### src/sv/xtm_pkg.sv
`timescale 1ns / 1ps
// ----------------------------------------------------------------------------
// xtm_pkg
// shared constants and types for the xor trie multiset engine
// ----------------------------------------------------------------------------
package xtm_pkg;
  localparam int ValueBits = 8;
  localparam int CountBits = 16;
  localparam int NodeBits  = ValueBits + 1;
  localparam int NodeTotal = 2 << ValueBits;

  typedef logic [3:0] func_t;
  localparam func_t FnAdd     = 4'd0;
  localparam func_t FnDelete  = 4'd1;
  localparam func_t FnClear   = 4'd2;
  localparam func_t FnPrefix  = 4'd3;
  localparam func_t FnKthMin  = 4'd4;
  localparam func_t FnKthMax  = 4'd5;
  localparam func_t FnLt      = 4'd6;
  localparam func_t FnLeq     = 4'd7;
  localparam func_t FnGt      = 4'd8;
  localparam func_t FnGeq     = 4'd9;
  localparam func_t FnLower   = 4'd10;
  localparam func_t FnFloor   = 4'd11;
  localparam func_t FnHigher  = 4'd12;
  localparam func_t FnCeil    = 4'd13;
  localparam func_t FnSize    = 4'd14;

  typedef logic [1:0] status_t;
  localparam status_t StOk       = 2'd0;
  localparam status_t StRank     = 2'd1;
  localparam status_t StOverflow = 2'd2;

  // memory access request from the controller to the count store
  typedef struct packed {
    logic                rd;
    logic [NodeBits-1:0] raddr;
    logic                wr;
    logic [NodeBits-1:0] waddr;
    logic [CountBits-1:0] wdata;
  } mem_req_t;
endpackage

### src/sv/xtm_ctrl.sv
`timescale 1ns / 1ps
// ----------------------------------------------------------------------------
// xtm_ctrl
// sequencer that walks the trie levels through the count store
// ----------------------------------------------------------------------------
module xtm_ctrl (
  input  logic                           clk,
  input  logic                           rst_n,
  input  logic                           mem_ready,
  input  logic                           start,
  output logic                           busy,
  input  xtm_pkg::func_t                 in_func,
  input  logic [xtm_pkg::ValueBits-1:0]  in_key,
  input  logic [xtm_pkg::ValueBits-1:0]  in_xor_mask,
  input  logic [15:0]                    in_amount,
  input  logic [15:0]                    in_rank,
  input  logic [3:0]                     in_prefix_skip,
  input  logic [xtm_pkg::ValueBits-1:0]  in_fallback,
  output xtm_pkg::mem_req_t              req,
  input  logic [xtm_pkg::CountBits-1:0]  rdata,
  output logic                           out_valid,
  output logic [xtm_pkg::ValueBits-1:0]  out_result_value,
  output logic [15:0]                    out_result_count,
  output logic                           out_found,
  output xtm_pkg::status_t               out_status
);
  localparam int VB = xtm_pkg::ValueBits;
  localparam int CB = xtm_pkg::CountBits;
  localparam int NB = xtm_pkg::NodeBits;
  localparam int LB = $clog2(VB + 2);

  typedef enum logic [3:0] {
    S_IDLE, S_RDSIZE, S_RDLEAF, S_DECIDE, S_WALK, S_PREFIX,
    S_CNTLAST, S_CNTDONE, S_SELSTART, S_SEL, S_SELDONE, S_DONE
  } state_t;

  state_t                state_r;
  xtm_pkg::func_t        func_r;
  logic [VB-1:0]         key_r, xm_r, fb_r, elem_r;
  logic [15:0]           amount_r, rank_r;
  logic [3:0]            skip_r;
  logic [CB-1:0]         size_r, leaf_r, acc_r, rest_r, delta_r;
  logic [LB-1:0]         lvl_r;
  logic [NB-1:0]         cur_r;
  logic                  wup_r;
  logic                  walk_rd_r;
  logic                  sel_max_r;
  logic [NB-1:0]         pend_addr_r;
  logic [VB-1:0]         val_r;
  logic [15:0]           cnt_r;
  logic                  found_r;
  xtm_pkg::status_t      st_r;
  logic                  ov_r;

  logic [LB-1:0]         bit_i;
  logic                  bx, bv, bs;
  logic [VB-1:0]         xv;
  logic [CB:0]           sum_add;
  logic [3:0]            skip_c;
  logic [NB-1:0]         pfx_addr;
  logic [NB-1:0]         path_addr;

  assign busy = (state_r != S_IDLE) || !mem_ready;
  assign out_valid = ov_r;
  assign out_result_value = val_r;
  assign out_result_count = cnt_r;
  assign out_found = found_r;
  assign out_status = st_r;

  assign bit_i  = LB'(VB - 1) - lvl_r;
  assign xv     = xm_r ^ key_r;
  assign bx     = xm_r[bit_i[$clog2(VB)-1:0]];
  assign bv     = xv[bit_i[$clog2(VB)-1:0]];
  assign bs     = xm_r[bit_i[$clog2(VB)-1:0]] ^ sel_max_r;
  assign sum_add = {1'b0, size_r} + {{(CB - 16 + 1){1'b0}}, amount_r};
  assign skip_c = (skip_r > 4'(VB)) ? 4'(VB) : skip_r;
  assign pfx_addr = NB'((({{NB{1'b0}}, 1'b1} << (VB - skip_c)) |
                    (NB'(key_r) >> skip_c)));
  // node on the key path at depth lvl
  assign path_addr = NB'(({{NB{1'b0}}, 1'b1} << lvl_r) | (NB'(key_r) >> (LB'(VB) - lvl_r)));

  always_comb begin
    req = '0;
    unique case (state_r)
      S_IDLE: begin
        req.rd = 1'b1;
        req.raddr = NB'(1);
      end
      S_RDSIZE: begin
        req.rd = 1'b1;
        req.raddr = NB'({1'b1, key_r});
      end
      S_WALK: begin
        req.rd = 1'b1;
        req.raddr = path_addr;
        req.wr = walk_rd_r;
        req.waddr = pend_addr_r;
        req.wdata = wup_r ? rdata + delta_r : rdata - delta_r;
      end
      S_PREFIX: begin
        req.rd = 1'b1;
        req.raddr = pfx_addr;
      end
      S_CNTLAST, S_CNTDONE, S_SELDONE, S_DONE, S_DECIDE, S_RDLEAF,
      S_SELSTART: ;
      S_SEL: begin
        req.rd = 1'b1;
        req.raddr = {cur_r[NB-2:0], bs};
      end
      default: ;
    endcase
    if (state_r == S_DECIDE && func_r >= xtm_pkg::FnLt && func_r <= xtm_pkg::FnCeil) begin
      req.rd = 1'b1;
      req.raddr = {cur_r[NB-2:0], bx};
    end
    if (state_r == S_CNTLAST) begin
      req.rd = 1'b1;
      req.raddr = {cur_r[NB-2:0], bx};
    end
    if (state_r == S_CNTDONE) begin
      req.rd = 1'b1;
      req.raddr = NB'({1'b1, xv});
    end
  end

  logic [CB-1:0] cb_c, cm_c, tgt;
  logic          have_tgt;
  logic [CB-1:0] sel_sz;
  logic [VB-1:0] bitmask;

  assign bitmask = VB'(1) << bit_i;
  // in S_SELSTART rdata holds the leaf count of xm ^ key, acc_r the below count
  assign cb_c    = acc_r;
  assign cm_c    = acc_r + rdata;
  assign sel_sz  = rdata;

  // rank to select for neighbour queries
  always_comb begin
    have_tgt = 1'b0;
    tgt = '0;
    unique case (func_r)
      xtm_pkg::FnLower, xtm_pkg::FnFloor: begin
        tgt = (func_r == xtm_pkg::FnLower) ? cb_c : cm_c;
        if (tgt != 0) begin
          have_tgt = 1'b1;
          tgt = tgt - 1'b1;
        end
      end
      xtm_pkg::FnHigher, xtm_pkg::FnCeil: begin
        tgt = (func_r == xtm_pkg::FnHigher) ? cm_c : cb_c;
        have_tgt = (tgt < size_r);
      end
      default: ;
    endcase
  end

  always_ff @(posedge clk) begin
    if (!rst_n) begin
      state_r <= S_IDLE;
      ov_r <= 1'b0;
    end else begin
      ov_r <= 1'b0;
      unique case (state_r)
        S_IDLE: if (start && mem_ready) begin
          func_r <= in_func; key_r <= in_key; xm_r <= in_xor_mask;
          amount_r <= in_amount; rank_r <= in_rank; skip_r <= in_prefix_skip;
          fb_r <= in_fallback;
          val_r <= '0; cnt_r <= '0; found_r <= 1'b0; st_r <= xtm_pkg::StOk;
          state_r <= S_RDSIZE;
        end
        S_RDSIZE: begin
          size_r <= rdata;
          state_r <= S_RDLEAF;
        end
        S_RDLEAF: begin
          leaf_r <= rdata;
          cur_r <= NB'(1); lvl_r <= '0; acc_r <= '0; walk_rd_r <= 1'b0;
          state_r <= S_DECIDE;
        end
        S_DECIDE: begin
          state_r <= S_DONE;
          priority case (1'b1)
            func_r == xtm_pkg::FnAdd: if (amount_r != 0) begin
              if (sum_add[CB] || sum_add[CB-1:0] > {CB{1'b1}}) begin
                st_r <= xtm_pkg::StOverflow; cnt_r <= 16'(leaf_r);
              end else begin
                delta_r <= CB'(amount_r); wup_r <= 1'b1;
                cnt_r <= 16'(leaf_r + CB'(amount_r));
                state_r <= S_WALK;
              end
            end
            func_r == xtm_pkg::FnDelete || func_r == xtm_pkg::FnClear: begin
              if (func_r == xtm_pkg::FnClear || CB'(amount_r) >= leaf_r ||
                  amount_r > 16'(leaf_r)) begin
                delta_r <= leaf_r; cnt_r <= 16'(leaf_r);
              end else begin
                delta_r <= CB'(amount_r); cnt_r <= amount_r;
              end
              wup_r <= 1'b0;
              if (func_r == xtm_pkg::FnClear || amount_r != 0) state_r <= S_WALK;
            end
            func_r == xtm_pkg::FnPrefix: state_r <= S_PREFIX;
            func_r == xtm_pkg::FnKthMin || func_r == xtm_pkg::FnKthMax: begin
              if (CB'(rank_r) >= size_r || 16'(size_r) <= rank_r) st_r <= xtm_pkg::StRank;
              else begin
                rest_r <= CB'(rank_r); sel_max_r <= (func_r == xtm_pkg::FnKthMax);
                elem_r <= '0;
                state_r <= S_SEL;
              end
            end
            func_r >= xtm_pkg::FnLt && func_r <= xtm_pkg::FnCeil: begin
              cur_r <= {cur_r[NB-2:0], bv};
              walk_rd_r <= (bx != bv);
              lvl_r <= lvl_r + 1'b1;
              state_r <= (VB == 1) ? S_CNTDONE : S_CNTLAST;
            end
            func_r == xtm_pkg::FnSize: cnt_r <= 16'(size_r);
            default: ;
          endcase
        end
        // read-modify-write along the key path, one node per cycle
        S_WALK: begin
          walk_rd_r <= 1'b1;
          pend_addr_r <= path_addr;
          lvl_r <= lvl_r + 1'b1;
          if (walk_rd_r && lvl_r == LB'(VB + 1)) state_r <= S_DONE;
        end
        S_PREFIX: state_r <= S_CNTLAST;
        S_CNTLAST: begin
          if (func_r == xtm_pkg::FnPrefix) begin
            cnt_r <= 16'(rdata);
            state_r <= S_DONE;
          end else begin
            if (walk_rd_r) acc_r <= acc_r + rdata;
            walk_rd_r <= (bx != bv);
            cur_r <= {cur_r[NB-2:0], bv};
            lvl_r <= lvl_r + 1'b1;
            if (lvl_r == LB'(VB - 1)) state_r <= S_CNTDONE;
          end
        end
        S_CNTDONE: begin
          if (walk_rd_r) acc_r <= acc_r + rdata;
          walk_rd_r <= 1'b0;
          state_r <= S_SELSTART;
        end
        S_SELSTART: begin
          state_r <= S_DONE;
          unique case (func_r)
            xtm_pkg::FnLt:  cnt_r <= 16'(cb_c);
            xtm_pkg::FnLeq: cnt_r <= 16'(cm_c);
            xtm_pkg::FnGt:  cnt_r <= 16'(size_r - cm_c);
            xtm_pkg::FnGeq: cnt_r <= 16'(size_r - cb_c);
            default: if (!have_tgt) val_r <= fb_r;
          endcase
          if (have_tgt) begin
            found_r <= 1'b1; rest_r <= tgt; sel_max_r <= 1'b0;
            cur_r <= NB'(1); lvl_r <= '0; elem_r <= '0;
            state_r <= S_SEL;
          end
        end
        S_SEL: state_r <= S_SELDONE;
        S_SELDONE: begin
          if (sel_sz <= rest_r) begin
            rest_r <= rest_r - sel_sz;
            cur_r <= {cur_r[NB-2:0], ~bs};
            if (~bs) elem_r <= elem_r | bitmask;
          end else begin
            cur_r <= {cur_r[NB-2:0], bs};
            if (bs) elem_r <= elem_r | bitmask;
          end
          lvl_r <= lvl_r + 1'b1;
          if (lvl_r == LB'(VB - 1)) begin
            val_r <= (sel_sz <= rest_r) ? ((elem_r | (~bs ? bitmask : '0)) ^ xm_r)
                                         : ((elem_r | (bs ? bitmask : '0)) ^ xm_r);
            state_r <= S_DONE;
          end else state_r <= S_SEL;
        end
        S_DONE: begin
          ov_r <= 1'b1;
          state_r <= S_IDLE;
        end
        default: state_r <= S_IDLE;
      endcase
    end
  end
endmodule
### config.mk
export PLATFORM = sky130hd
export DESIGN_NAME = xtm_ctrl
export DESIGN_NICKNAME = d
export VERILOG_FILES = /design/src/sv/xtm_pkg.sv /design/src/sv/xtm_ctrl.sv
export SDC_FILE = /design/constraint.sdc
export NUM_CORES = 1
export LEC_CHECK = 0
export BUFFER_PORTS_ARGS = -buffer_cell sky130_fd_sc_hd__buf_2
export CORE_ASPECT_RATIO = 2
export CORE_UTILIZATION = 40
export CTS_CLUSTER_DIAMETER = 80
export DETAILED_ROUTE_END_ITERATION = 16
export GPL_ROUTABILITY_DRIVEN = 0
export MAX_ROUTING_LAYER = met4
export SYNTH_ARGS = -nofsm -noshare
export SYNTH_HDL_FRONTEND = slang
export SYNTH_SLANG_ARGS = --single-unit
export TNS_END_PERCENT = 100
### constraint.sdc
create_clock -name clk -period 6.4 [get_ports clk]
set_clock_uncertainty 0.1 [all_clocks]
set_input_delay 0.64 -clock clk [delete_from_list [all_inputs] [get_ports clk]]
set_output_delay 0.64 -clock clk [all_outputs]
set_load 0.005 [all_outputs]
==> summary.md <==
| Metric | Value |
|---|---|
| Drt drc | 0 |
| Family with the most delay on the worst path | compound AO/OA/AOI/OAI gates |
| Fmax | 186 MHz |
| GRT Residual Overflow | 0 |
| Die Y | 293 um |
| Cell Chain, Critical Path | ha_1, fa_1, a211oi_2, o21ai_1, nand3_1, a21boi_1, or3_1, and2_0, buf_4, mux2_2, ha_1, nand4_1, or2_2, nor2_1, nand2_1, o2111ai_1, a311oi_1, nor2_1, o21ai_1, o2111a_1, buf_4 |
| Mapped Cells | around 1900 |
| Main flop type after synthesis | edfxtp_1 |
| Rel. slew slack | 0.198 |
| Max VDD drop | about 150 uV |
| Fin area | between 0.015 and 0.02 mm^2 |
| Number of flops mapped to enable cells by yosys | 203 |
| Hold Path Class | primary input to flop |
| DR pass1 iterations | 6 |
| Gr usage total | 0.281 |
| Sequential-to-total area share from yosys stat | 0.366 |
| Startpoint Class | flop |
| CP bufs+invs | 2 |
| Largest net degree at the start of global routing | 65 |
| Final HPWL DP | between 40000 and 50000 um |
| CP required | around 6.5 ns |
| Leading post-synthesis cells by cell area | edfxtp_1 36%, ha_1 11%, nor2_1 5.0%, a21oi_1 4.3%, o21ai_0 4.1% |
| Die area | 0.0431 mm^2 |
| Register bit total from synthesis | 208 |
| Post-DRT Antenna Nets | 0 |
| Worst-skew pair later-pin latency | approximately 0.54 ns |
| Cell variety after synth | 89 |
| PortBufs | ~150 |
| Iter 0 DRT Violations | roughly 1000 |
| Initial Utilization | 0.405 |
| DRT Wirelength | approximately 60000 um |
| Final setup vio count | 0 |
| Max-cap violation count | 0 |
| Mapped Nets | around 2100 |
| First-pass GRT wire length | 88500 um |
| Synthesis-to-layout area growth | 12.6% |
| Register area | a little over 0.006 mm^2 |
| Vias in the first global route | between 15000 and 20000 |
| Htree depth | 1 |
| Post-layout min period | ~5.4 ns |
| CTS tree | done |
| Critical path's slowest cell | edfxtp_1 |
| Leakage | 7.79 nW |
| Ys Warns | 0 |
| Slew Viols, Final | 0 |
| CTS Buf Count | 22 |
| CTS resizes | 0 |
| Setup tns final | 0 ns |
| Post-CTS Setup Bufs | 0 |
| Cell taking the most area after synthesis | edfxtp_1 |
| Fin nets | ~2200 |
| DR vias/cell | roughly 6 |
| I/O pin cnt | roughly 150 |
| Inserted Diodes | 0 |
| Most frequent cells in the layout | 226 x nor2_1, 203 x edfxtp_1, 152 x ha_1 |
| RSZ-0062 raised after global routing | false |
| Crit path DAT | ~5.5 ns |
| CP endpoint kind | flop |
| Root buffer cell | clkbuf_16 |
| Setup CP Type | flop to flop |
| Num rows | between 100 and 150 |
| Die width | ~150 um |
| Final period util | 0.841 |
| Dpl cell area | ~0.018 mm^2 |
| Avg WL per Cell | between 20 and 25 um |
| Ratio of cells with drive above 1 in the final layout | 0.134 |
| Critical path's largest stage delay | just under 0.5 ns |
| CTS clk-pin slew, worst paths | ~0.070 ns |
| Footprint of the multi-input gates | ~0.01 mm^2 |
| Outcome | complete, no violations |
| Max FO, Critical Path | 16 |
| Share of the synthesized area in the top cell type | 0.361 |
| Worst-case clock buffer depth | 3 |
| Vias post-DR | approximately 15000 |
| Asr flop ratio synth | 0 |
| CTS Sinks | ~210 |
| # fillers | between 4000 and 5000 |
| Commonest non-fill, non-tap cell in the layout | nor2_1 |
| Syn Area/Cell | between 9 and 10 um^2 |
| CTS Hold Bufs | 0 |
| Core area | 0.0418 mm^2 |
| Slew @ Worst Pin | roughly 1.2 ns |
| Initial antenna violation count | 0 |
| Final Hold Viols | 0 |
| Synth Cell Area | between 0.015 and 0.02 mm^2 |
| Pwr/cell area | 195 mW/mm^2 |
layer usage:
layer / share of wire / vias to the layer above / GRT usage / routed length [um]
li1: - / 7124 / - / -
met4: 0.10 / 0 / 0.252 / 6170
met1: 0.33 / 7221 / 0.262 / 20000
met2: 0.52 / 640 / 0.505 / 31100
met3: 0.044 / 256 / 0.0274 / 2660
met5: 0 / - / - / 0
state kept, by name, summed over array words and instances, names as in the netlist, 4 cells and up:
name / flops
out_result_value: 8
out_result_count: 16
lvl_r: 4
leaf_r: 16
acc_r: 16
pend_addr_r: 9
amount_r: 16
key_r: 8
xm_r: 8
delta_r: 16
rank_r: 16
fb_r: 8
func_r: 4
elem_r: 8
size_r: 16
state_r: 4
skip_r: 4
rest_r: 16
cur_r: 8
stage by stage:
| step | hold slack [ns] | instances | total power [mW] | worst slack [ns] | utilization |
|---|---|---|---|---|---|
| 6_report | 0.169 | 2543 | 3.72 | 1.01 | 0.456 |
| 4_1_cts | 0.154 | 2543 | 3.73 | 1.06 | 0.456 |
| 2_1_floorplan | 0.396 | 1865 | 2.09 | 1.30 | - |
| 3_3_place_gp | 0.417 | 2503 | 2.32 | 0.846 | 0.438 |
| 3_5_place_dp | 0.411 | 2503 | 2.34 | 0.772 | 0.438 |
| 5_1_grt | 0.158 | 2543 | 3.86 | 0.718 | 0.456 |
logic make-up after synthesis:
group | share of synthesized area
and+or+nand+nor | 0.163
DFF | 0.366
xor gates and xnor gates | 0.0599
muxes | 0.0378
AOI/OAI and AO/OA | 0.210
buffers and inverters | 0.0445
adders and majority gates | 0.118
power breakdown:
group | total (mW) | switching [mW] | internal (mW)
Sequential | 1.60 | 0.0617 | 1.54
Combinational | 0.718 | 0.433 | 0.285
Clock | 1.40 | 0.607 | 0.794
final timing paths:
check	from	endpoint	slack, ns	depth (start not counted)
setup reg to reg	acc_r[0]$_SDFFCE_PN0P_	rest_r[12]$_DFFE_PP_	1.01	21
setup / recovery	acc_r[0]$_SDFFCE_PN0P_	rest_r[12]$_DFFE_PP_	1.01	21
hold / removal	in_rank[1]	rank_r[1]$_DFFE_PP_	0.17	1
hold reg to reg	fb_r[0]$_DFFE_PP_	out_result_value[0]$_DFFE_PP_	0.42	2
synthesized netlist by cell type (7+ instances only):
cell and count:
mux2_2 9, xnor2_1 64, a31oi_1 16, nor4_1 13
a221oi_1 33, nor2_1 227, xor2_1 48, o21ai_1 11
ha_1 152, clkbuf_1 72, o211ai_1 17, a21o_1 34
o21bai_1 8, a222oi_1 13, a21oi_1 145, a211oi_1 20
nor3_1 37, a211o_1 7, nand2_1 144, mux2i_1 47
inv_1 112, nand4_1 15, and3_1 7, nand3_1 26
o21a_1 9, nor2b_1 31, edfxtp_1 203, nand2b_1 20
or2_2 11, o21ai_0 137, or3_1 13, and2_1 21
o22ai_1 15
cell type report:
class,count,area share
multi-input combinational,1460,0.525
sequential,208,0.325
timing repair buffer,181,0.0519
tap,540,0.0355
clock buffer,25,0.0311
inverter,114,0.0225
clock inverter,15,0.00887
No activity file was read; power rests on OpenSTA's default activity.
